## config.mk

```make
export PLATFORM = sky130hd
export DESIGN_NAME = ptf_ram
export DESIGN_NICKNAME = d
export VERILOG_FILES = /design/src/rtl/paged_translation_fifo_lru_assert.svh /design/src/rtl/ptf_ram.sv
export SDC_FILE = /design/constraint.sdc
export NUM_CORES = 1
export LEC_CHECK = 0
export BUFFER_PORTS_ARGS = -buffer_cell sky130_fd_sc_hd__buf_2
export CAP_MARGIN = 25
export CORE_ASPECT_RATIO = 0.6
export CORE_MARGIN = 3
export CORE_UTILIZATION = 50
export CTS_BUF_LIST = sky130_fd_sc_hd__clkbuf_8
export CTS_CLUSTER_SIZE = 8
export DETAILED_ROUTE_END_ITERATION = 16
export PLACE_DENSITY_LB_ADDON = 0.05
export SKIP_LAST_GASP = 1
export SYNTH_ARGS = -nofsm -noshare
export SYNTH_HDL_FRONTEND = slang
export SYNTH_SLANG_ARGS = --single-unit
```

## constraint.sdc

```tcl
create_clock -name clk -period 2.16 [get_ports clk]
set_input_delay 0.432 -clock clk [delete_from_list [all_inputs] [get_ports clk]]
set_output_delay 0.432 -clock clk [all_outputs]
set_load 0.005 [all_outputs]
```

## src/rtl/paged_translation_fifo_lru_assert.svh

```systemverilog
// Assertion macros for the block's RTL. Each expects clk and rst_n in scope.
`ifndef PAGED_TRANSLATION_FIFO_LRU_ASSERT_SVH
`define PAGED_TRANSLATION_FIFO_LRU_ASSERT_SVH

// A condition that holds at every clock edge out of reset.
`define PTF_ASSERT_ALWAYS(label, cond) \
    label: assert property (@(posedge clk) disable iff (!rst_n) (cond)) \
        else $error("ptf assertion failed");

// A condition that implies another at the same edge.
`define PTF_ASSERT_IMP(label, ante, cons) \
    label: assert property (@(posedge clk) disable iff (!rst_n) (ante) |-> (cons)) \
        else $error("ptf assertion failed");

// A condition that implies another at the following edge.
`define PTF_ASSERT_NEXT(label, ante, cons) \
    label: assert property (@(posedge clk) disable iff (!rst_n) (ante) |=> (cons)) \
        else $error("ptf assertion failed");

`endif

```

## src/rtl/ptf_ram.sv

```systemverilog
module ptf_ram #(
    parameter int WIDTH = 8,
    parameter int DEPTH = 64
) (
    input  logic                     clk,
    input  logic                     we,
    input  logic [$clog2(DEPTH)-1:0] waddr,
    input  logic [WIDTH-1:0]         wdata,
    input  logic                     re,
    input  logic [$clog2(DEPTH)-1:0] raddr,
    output logic [WIDTH-1:0]         rdata
);

    logic [WIDTH-1:0] mem [DEPTH];

    always_ff @(posedge clk)
    begin
        if (we)
        begin
            mem[waddr] <= wdata;
        end
        if (re)
        begin
            rdata <= mem[raddr];
        end
    end

endmodule

```

==> impl_results.md <==
* Share of layout cells above drive strength 1 at 34.7%
* Antenna violations before repair at 1
* Clk_lat worst skew at 0.62 ns
* Syn Std Cell Area at 20,200 sq um
* Internal Power at 15.1 mW
* # fillers at 2,871
* Final cell count without fillers at 1,701
* Post-CTS Resized at 2
* GPL Wtd Cong at 0.845
* Post-synth top area cell: edfxtp_1
* Die Height at 162 microns
* Core Area at 39,500 sq um
* Post CTS Setup Buffer Count at 0
* Share of power burned in registers at 58.2%
* Vias in the first global route at 10,600
* Area contributors post-synth: edfxtp_1, mux4_2, nor2_1
* Vias at 10,300
* Critical Path Source: mem[16][2]
* R2r startpoint: mem[16][2]
* DP HPWL at 31,600 microns
* Sw Share at 21.6%
* TritonRoute pass-1 iters at 5
* Reg2Reg Setup Slack at 0.03 ns
* Fin crit share at 98.6%
* Pleak at 7.62 nW
* CTS max path bufs at 3
* Routed Antenna Nets at 0
* Slew Limit Fails at 0
* Fmax at 469 MHz
* Library cells used by synthesis at 39
* Clk pin slew, worst setup/hold paths at 0.06 ns
* Most frequent cell after synthesis: edfxtp_1
* Top-area cell type share of the netlist area at 77.1%
* Vias per std cell at 6.04
* Critical setup path kind: flip-flop to flip-flop
* # nets final at 1,173
* Placed cells at 1,590
* Worst vdd ir at 0.481 mV
* Post-synthesis sequential area ratio at 77.1%
* Post-Syn Nets at 963
* Max cap viols at 0
* Worst endpoint data arrival time at 2.50 ns
* IO Pins at 31
* First-pass GRT wire length at 71,200 microns
* Largest net degree at the start of global routing at 65
* Fin crit period at 2.13 ns
* Final hold vios at 0
* Avg WL per Cell at 28.3 microns
* Net Switching at 4.16 mW
* WL final at 48,200 microns
* Crit path to: rdata[2]
* Reg2Reg Depth at 5
* Fin util at 59.1%
* # rows at 56
* GRT Residual Overflow at 0
* Reg2reg end: rdata[2]
* Worst Hold Class: input pin to flip-flop
* CTS sink cnt at 520
* Status: finished clean
* Die width at 266 microns
* Gate power share at 6.1%
* Layout area overhead at 15.4%
* Die Area at 43,000 sq um
* Initial core utilization at 51.2%
* Crit start category: flip-flop
* CTS H-tree lvls at 3
* CP endpoint kind: flip-flop
* # hold bufs at CTS at 0
* Crit-path max FO at 1
* Post-synth EDFFs at 520
* Overall Power at 19.3 mW
* Synth Flop Type: edfxtp_1
* RSZ-0062 raised after global routing: false
* IO buf count at 30
* Slew at the pin with the worst max-slew slack at 1.01 ns
* Relative slew slack at 32.8%
* DRC at 0
* GRT Util Overall at 23.2%
* WP data required at 2.53 ns
* #FFs+latches synth at 520
* Syn Inst Count at 940
* Clock power share at 35.7%
* Top cells by count, synth: edfxtp_1, mux4_2, nor2_1, mux2i_1, nand2_1
* Worst Clk Skew at 0.0185 ns
* Endpoints failing setup at 0
* Power Dens Cells at 825 nW/um^2
* TritonCTS clock tree: done
* Synthesis Warnings at 0
* CTS buffer count at 78
* Post-synthesis async set-or-reset flop share at 0%
* Clock root buffer: clkbuf_8
* Iteration-0 DRC count of the detailed router at 1,354
* Mapped Avg Cell Area at 21.5 sq um
how the worst min path moves through the flow:
stage                      endpoint  cells past startpoint  startpoint  slack [ns]
final                     mem[7][1]                      1    wdata[1]         0.1
after global routing      mem[7][1]                      1    wdata[1]        0.07
after CTS                  rdata[3]                      1          re        0.16
after detailed placement   rdata[7]                      1          re        0.83
after global placement     rdata[1]                      1          re        0.83
after floorplan           mem[0][0]                      0    wdata[0]        0.53
cell type report:
| cell class | count | area (sq um) | share of cell area [%] |
|---|---|---|---|
| multi-input combinational | 369 | 4330 | 18.5 |
| clock inverter | 26 | 110 | 0.471 |
| timing repair buffer | 181 | 1520 | 6.52 |
| clock buffer | 82 | 1130 | 4.83 |
| sequential | 520 | 15600 | 66.9 |
| antenna | 1 | 2.50 | 0.0107 |
| tap | 522 | 653 | 2.80 |
power groups by stage:
stage	logic (mW)	registers [mW]	clock network, mW
2_1_floorplan	0.599	11.4	0
3_3_place_gp	1.14	11.4	0
3_5_place_dp	1.17	11.4	0
5_1_grt	1.25	11.2	7.54
6_report	1.18	11.2	6.87
4_1_cts	1.17	11.2	7.07
worst max-delay path: stages, from the launching register on:
cell and delay (ns):
edfxtp_1 0.36, mux4_2 0.49, mux2_2 0.28, o22ai_1 0.31
nand2_1 0.24, o2bb2ai_1 0.19
metal layers:
metal / global-route usage (%) / vias up / share of wire, %
li1: - / 4337 / -
met3: 6.54 / 78 / 9.9
met2: 32.4 / 501 / 43
met4: 6.37 / 0 / 2.0
met1: 36.1 / 5354 / 45
met5: 0 / - / 0
per-stage QoR:
step | setup WS [ns] | hold slack, ns | area (sq um) | setup TNS (ns)
after floorplan | 0.000454 | 0.531 | 20300 | 0
final | 0.0296 | 0.0998 | 23400 | 0
after detailed placement | -0.488 | 0.833 | 22100 | -3.50
after global placement | -0.492 | 0.834 | 22100 | -3.37
after CTS | 0.0692 | 0.159 | 23300 | 0
after global routing | 0.0177 | 0.0692 | 23400 | 0
placed cells by master (no fill, tap or decap), types with 2 or more instances in the layout:
cell type and count:
mux4_2 126, nand2_1 19, buf_12 18, o21ai_1 2
nor3_1 5, o22ai_1 8, buf_2 27, nand2b_1 7
o21a_1 2, nand4_1 2, a221oi_1 6, mux2_2 13
nand3b_1 3, o221ai_1 8, clkinv_1 9, nor4_1 2
nand3_1 13, o2111ai_1 3, edfxtp_1 520, a211oi_1 4
a22oi_1 3, inv_1 14, a21oi_1 3, a2111oi_0 2
clkbuf_8 83, o41ai_1 2, o32ai_1 2, o21ai_0 2
buf_4 135, clkinvlp_4 2, nor2_1 83, o2bb2ai_1 3
nor2b_1 14, nor3_2 2, o221a_2 2, mux2i_1 23
registers in the layout, summed over array words and instances (netlist names):
signal	count
rdata	8
mem	512
cells by family (layout without fill, tap and decap cells):
logic type,after synthesis,count (layout),share of synthesized area [%]
AO/OA/AOI/OAI,54,54,2.06
flip-flops,520,520,77.1
other,0,1,0
buffers and inverters,51,289,1.56
AND/OR/NAND/NOR,153,153,3.37
multiplexers,162,162,15.9
(Power assumes the default switching activity.)
