[src/rtl/paged_translation_fifo_lru_assert.svh]
// Assertion macros for the block's RTL. Each expects clk and rst_n in scope.
`ifndef PAGED_TRANSLATION_FIFO_LRU_ASSERT_SVH
`define PAGED_TRANSLATION_FIFO_LRU_ASSERT_SVH

// A condition that holds at every clock edge out of reset.
`define PTF_ASSERT_ALWAYS(label, cond) \
    label: assert property (@(posedge clk) disable iff (!rst_n) (cond)) \
        else $error("ptf assertion failed");

// A condition that implies another at the same edge.
`define PTF_ASSERT_IMP(label, ante, cons) \
    label: assert property (@(posedge clk) disable iff (!rst_n) (ante) |-> (cons)) \
        else $error("ptf assertion failed");

// A condition that implies another at the following edge.
`define PTF_ASSERT_NEXT(label, ante, cons) \
    label: assert property (@(posedge clk) disable iff (!rst_n) (ante) |=> (cons)) \
        else $error("ptf assertion failed");

`endif

[src/rtl/ptf_pkg.sv]
package ptf_pkg;

    localparam int MAX_PAGES    = 64;
    localparam int MAX_RESIDENT = 16;
    localparam int BITMAP_BITS  = 4096;

    localparam int PAGE_AW  = $clog2(MAX_PAGES);
    localparam int RES_AW   = $clog2(MAX_RESIDENT);
    localparam int CNT_W    = RES_AW + 1;
    localparam int FRAME_W  = $clog2(BITMAP_BITS);
    localparam int ROW_W    = 64;
    localparam int ROW_LSB  = $clog2(ROW_W);
    localparam int ROWS     = BITMAP_BITS / ROW_W;
    localparam int ROW_AW   = FRAME_W - ROW_LSB;
    localparam int KB_SHIFT = 10;
    localparam int VA_W     = 26;
    localparam int VPN_W    = VA_W - KB_SHIFT;
    localparam int KB_W     = 11;
    localparam int REM_W    = 10;

    typedef enum logic [2:0] {
        ST_HIT      = 3'd0,
        ST_LOADED   = 3'd1,
        ST_REPLACED = 3'd2,
        ST_RANGE    = 3'd3,
        ST_NOFRAME  = 3'd4,
        ST_RESERVED = 3'd5
    } status_t;

    typedef enum logic {
        FUNC_TRANSLATE = 1'b0,
        FUNC_RESERVE   = 1'b1
    } func_t;

    typedef enum logic [2:0] {
        REG_POLICY      = 3'd0,
        REG_PROCESS     = 3'd1,
        REG_PAGE_KB     = 3'd2,
        REG_PAGE_COUNT  = 3'd3,
        REG_FRAME_LIMIT = 3'd4
    } reg_index_t;

    typedef struct packed {
        logic              func;
        logic [VA_W-1:0]   virtual_address;
        logic [FRAME_W-1:0] frame_index;
    } in_word_t;

    typedef struct packed {
        logic [2:0]         status;
        logic [31:0]        physical_address;
        logic [FRAME_W-1:0] frame_number;
        logic               evicted_valid;
        logic [PAGE_AW-1:0] evicted_page;
        logic [15:0]        hit_count;
    } out_word_t;

    typedef struct packed {
        logic             start;
        logic [VPN_W-1:0] dividend;
        logic [KB_W-1:0]  divisor;
    } div_req_t;

    typedef struct packed {
        logic             done;
        logic [VPN_W-1:0] quotient;
        logic [REM_W-1:0] remainder;
    } div_rsp_t;

endpackage

[src/rtl/ptf_div.sv]
// Restoring divider: one quotient bit per cycle.
module ptf_div (
    input  logic              clk,
    input  logic              rst_n,
    input  ptf_pkg::div_req_t req,
    output ptf_pkg::div_rsp_t rsp
);
    import ptf_pkg::*;

    logic                     busy_reg;
    logic                     done_reg;
    logic [$clog2(VPN_W)-1:0] step_reg;
    logic [VPN_W-1:0]         num_reg;
    logic [KB_W-1:0]          rem_reg;
    logic [KB_W-1:0]          den_reg;
    logic [KB_W:0]            trial;
    logic                     ge;

    assign trial = {rem_reg, num_reg[VPN_W-1]};
    assign ge    = trial >= {1'b0, den_reg};

    always_ff @(posedge clk or negedge rst_n)
    begin
        if (!rst_n)
        begin
            busy_reg <= 1'b0;
            done_reg <= 1'b0;
            step_reg <= '0;
        end
        else if (req.start)
        begin
            busy_reg <= 1'b1;
            done_reg <= 1'b0;
            step_reg <= '0;
        end
        else if (busy_reg)
        begin
            step_reg <= step_reg + 1'b1;
            if (step_reg == ($clog2(VPN_W))'(VPN_W - 1))
            begin
                busy_reg <= 1'b0;
                done_reg <= 1'b1;
            end
        end
    end

    always_ff @(posedge clk)
    begin
        if (req.start)
        begin
            num_reg <= req.dividend;
            rem_reg <= '0;
            den_reg <= req.divisor;
        end
        else if (busy_reg)
        begin
            num_reg <= {num_reg[VPN_W-2:0], ge};
            rem_reg <= ge ? KB_W'(trial - {1'b0, den_reg}) : trial[KB_W-1:0];
        end
    end

    assign rsp.done      = done_reg;
    assign rsp.quotient  = num_reg;
    assign rsp.remainder = rem_reg[REM_W-1:0];

endmodule

[config.mk]
export PLATFORM = sky130hd
export DESIGN_NAME = ptf_div
export DESIGN_NICKNAME = d
export VERILOG_FILES = /design/src/rtl/paged_translation_fifo_lru_assert.svh /design/src/rtl/ptf_pkg.sv /design/src/rtl/ptf_div.sv
export SDC_FILE = /design/constraint.sdc
export NUM_CORES = 1
export LEC_CHECK = 0
export ABC_AREA = 1
export CAP_MARGIN = 20
export CORE_MARGIN = 8
export CORE_UTILIZATION = 60
export DETAILED_ROUTE_END_ITERATION = 7
export DONT_BUFFER_PORTS = 1
export GPL_ROUTABILITY_DRIVEN = 0
export PLACE_DENSITY = 0.76
export SLEW_MARGIN = 10
export SYNTH_ARGS = -nofsm -noshare
export SYNTH_HDL_FRONTEND = slang
export SYNTH_SLANG_ARGS = --single-unit
[constraint.sdc]
create_clock -name clk -period 2 [get_ports clk]
set_input_delay 0.2 -clock clk [delete_from_list [all_inputs] [get_ports clk]]
set_output_delay 0.2 -clock clk [all_outputs]
set_load 0.05 [all_outputs]
==> results_dict.tcl <==
set metrics [dict create \
    final_util_pct 70.02 \
    intPower_mw 2.323 \
    r2r-start "den_reg[0]$_DFFE_PP_" \
    grt_pass1_vias 2192 \
    fmax_mhz 534.1 \
    cellPowerDensity_nw_per_um2 1405 \
    synth-seq-cells 44 \
    placed_area_um2 2728 \
    portBuffers 0 \
    cts-root-buf "clkbuf_8" \
    ios 57 \
    ys_top_cells_by_count "117 x nand2_1, 50 x inv_1, 27 x edfxtp_1, 26 x nand3_1, 14 x nand4_1" \
    clk_pin_slew_ns 0.08 \
    reg2reg_slack_ns 0.13 \
    htreeDepth 2 \
    vias 2171 \
    yosysSeqAreaShare_pct 44.07 \
    synth_nets 380 \
    firstDrtPassIters 4 \
    syn_area_um2 2680 \
    crit_required_ns 2.20 \
    finalHoldViolCount 0 \
    synth_top_cell_by_area "edfxtp_1" \
    tns_ns 0 \
    power_frac_comb_pct 52.3 \
    status "finished clean" \
    core_area_um2 4324 \
    antenna_found_initial 0 \
    hold_start "req[12]" \
    cts.sinks 44 \
    cts_resized 0 \
    num_antenna_cells 0 \
    finalCritPeriodShare_pct 93.61 \
    antenna_left 0 \
    netlist_top_cells_area "edfxtp_1 30%, nand2_1 16%, dfxtp_1 8.2%" \
    die-area_um2 6862 \
    finalMaxSlewViolations 0 \
    grt_setup_unrepaired "false" \
    holdPathEnd "num_reg[1]$_DFFE_PP_" \
    drt-initial-drc-count 101 \
    areaGrowthSynthToFinish_pct 12.98 \
    start_util_pct 61.98 \
    wl_um 5816 \
    fp.dieH_um 82.84 \
    die_x_um 82.84 \
    synth_cell_types 34 \
    switching_share_pct 45.39 \
    crit_type "reg -> reg" \
    share_seq_of_total_power_pct 31.9 \
    crit_path_start_kind "register" \
    clockBufferDepth 2 \
    reg2regPathDepth 11 \
    regArea_um2 1181 \
    yosysMostFrequentCell "nand2_1" \
    synth_ff_type "edfxtp_1" \
    synth_top_area_share_pct 30.25 \
    worstMarginPinSlew_ns 0.5996 \
    largest_reg_flops 16 \
    setup_viol 0 \
    clkPwrFrac_pct 15.8 \
    crit_path_end_kind "register" \
    dpl_worst_slack_ns 0.1199 \
    relSlewSlack_pct 59.98 \
    row_count 24 \
    hp-class "in -> reg" \
    holdWs_ns 0.08876 \
    grt_overflow 0 \
    cts_tree "yes" \
    leakage_nw 1.513 \
    drc 0 \
    via_per_inst 5.282 \
    wire_per_inst_um 14.15 \
    synth_area_per_cell_um2 7.953 \
    grt_pass1_wl_um 9742 \
    clock_skew_ns 0.005116 \
    grtUsageTotal_pct 16.79 \
    drv_cap 0 \
    worstSkewPairLatency_ns 0.30 \
    r2r-end "rem_reg[9]$_SDFFE_PP0P_" \
    layout_setup_ws_ns 0.1278 \
    fin_area_um2 3028 \
    p_sw_mw 1.931 \
    worstPathArrival_ns 2.07 \
    vdd.ir_drop.worst_mv 0.7073 \
    numCtsBuffers 5 \
    multi_input_area_um2 1170 \
    place_hpwl_um 4174 \
    nets 401 \
    grt_start_max_net_pins 32 \
    drive_gt1_share_pct 15.60 \
    finalCriticalPeriod_ns 1.872 \
    min_path_cells 2 \
    crit_fanout 9 \
    synthArstFlopShare_pct 13.64 \
    fill_cells 359 \
    synthCells 337 \
    synth-edff-count 27 \
    ys_warn_count 0 \
]
## metrics by stage
step	power (mW)	cells
floorplan	3.205	337
global placement	3.363	384
detailed placement	3.416	384
CTS	4.111	405
global route	4.551	411
finish	4.254	411
## kinds of logic (layout without fill, tap and decap cells)
kind of cell,count (synthesis),after routing,synth area share [%]
buf+inv,73,95,13.03
xor+xnor,3,3,0.9806
flops,44,44,44.07
compound gates,8,8,1.681
fa+ha+maj,13,13,6.349
simple gates,196,196,33.89
## routing by layer
| metal | up-vias | wire (um) | GRT usage, % | share of wire [%] |
|---|---|---|---|---|
| met5 | - | 0 | 0 | 0 |
| met3 | 7 | 411 | 5.371 | 7.1 |
| met4 | 0 | 66 | 5.751 | 1.1 |
| met1 | 990 | 2433 | 18.66 | 42 |
| met2 | 62 | 2904 | 29.28 | 50 |
| li1 | 1112 | - | - | - |
## worst max-delay path, cell delays in order, from the launching register on
cell      delay, ns
edfxtp_1       0.40
ha_2           0.21
fa_2           0.37
inv_2          0.08
nand3_2        0.06
nand3_2        0.11
nand2_2        0.08
nand4_4        0.15
buf_12         0.14
nand3_2        0.05
nand3_1        0.07
nand2_1        0.05
## how the worst max path moves through the flow
| stage | start | to | slack, ns | depth (start not counted) |
|---|---|---|---|---|
| after floorplan | num_reg[15]$_DFFE_PP_ | rem_reg[6]$_SDFFE_PP0P_ | -0.06 | 12 |
| after global placement | num_reg[15]$_DFFE_PP_ | num_reg[0]$_DFFE_PP_ | 0.17 | 10 |
| after detailed placement | num_reg[15]$_DFFE_PP_ | num_reg[0]$_DFFE_PP_ | 0.12 | 10 |
| after CTS | num_reg[15]$_DFFE_PP_ | num_reg[0]$_DFFE_PP_ | 0.1 | 10 |
| after global routing | num_reg[15]$_DFFE_PP_ | rem_reg[7]$_SDFFE_PP0P_ | 0.002 | 12 |
| final | den_reg[0]$_DFFE_PP_ | rem_reg[9]$_SDFFE_PP0P_ | 0.13 | 11 |
## power by group through the flow
stage                     sequential (mW)  combinational [mW]  clock (mW)
after detailed placement             1.38                2.04           0
final                                1.36                2.22       0.674
after floorplan                      1.39                1.82           0
after global routing                 1.38                2.45       0.718
after global placement               1.37                1.99           0
after CTS                            1.36                2.07       0.680
## placed cells by master (no fill, tap or decap), types with 2 or more instances in the layout
master | Yosys | final
a21oi_1 | 4 | 4
buf_4 | 12 | 18
clkbuf_8 | 0 | 5
dfrtp_1 | 6 | 6
dfxtp_1 | 11 | 11
dlygate4sd3_1 | 0 | 15
edfxtp_1 | 27 | 27
ha_1 | 12 | 11
inv_1 | 50 | 49
inv_2 | 2 | 3
nand2_1 | 117 | 117
nand2_2 | 11 | 11
nand3_1 | 26 | 23
nand3_2 | 5 | 8
nand4_1 | 14 | 14
nor2_1 | 11 | 11
nor2_2 | 2 | 2
nor3_1 | 5 | 5
o21ai_0 | 2 | 2
xnor2_1 | 2 | 2
## final cells by class
| class | instances | area share, % |
|---|---|---|
| timing repair buffer | 34 | 10.08 |
| sequential | 44 | 39.01 |
| multi-input combinational | 220 | 38.64 |
| clock buffer | 6 | 2.397 |
| clock inverter | 2 | 1.157 |
| tap | 52 | 2.149 |
| inverter | 53 | 6.570 |
## timing repair
action / in CTS / in global routing
hold buffers: 13 / 2
setup endpoints to repair: 0 / 1
buffers inserted: 0 / 4
endpoints found under the hold margin: 20 / 3
Note: power is estimated with default switching activity, not from simulation.
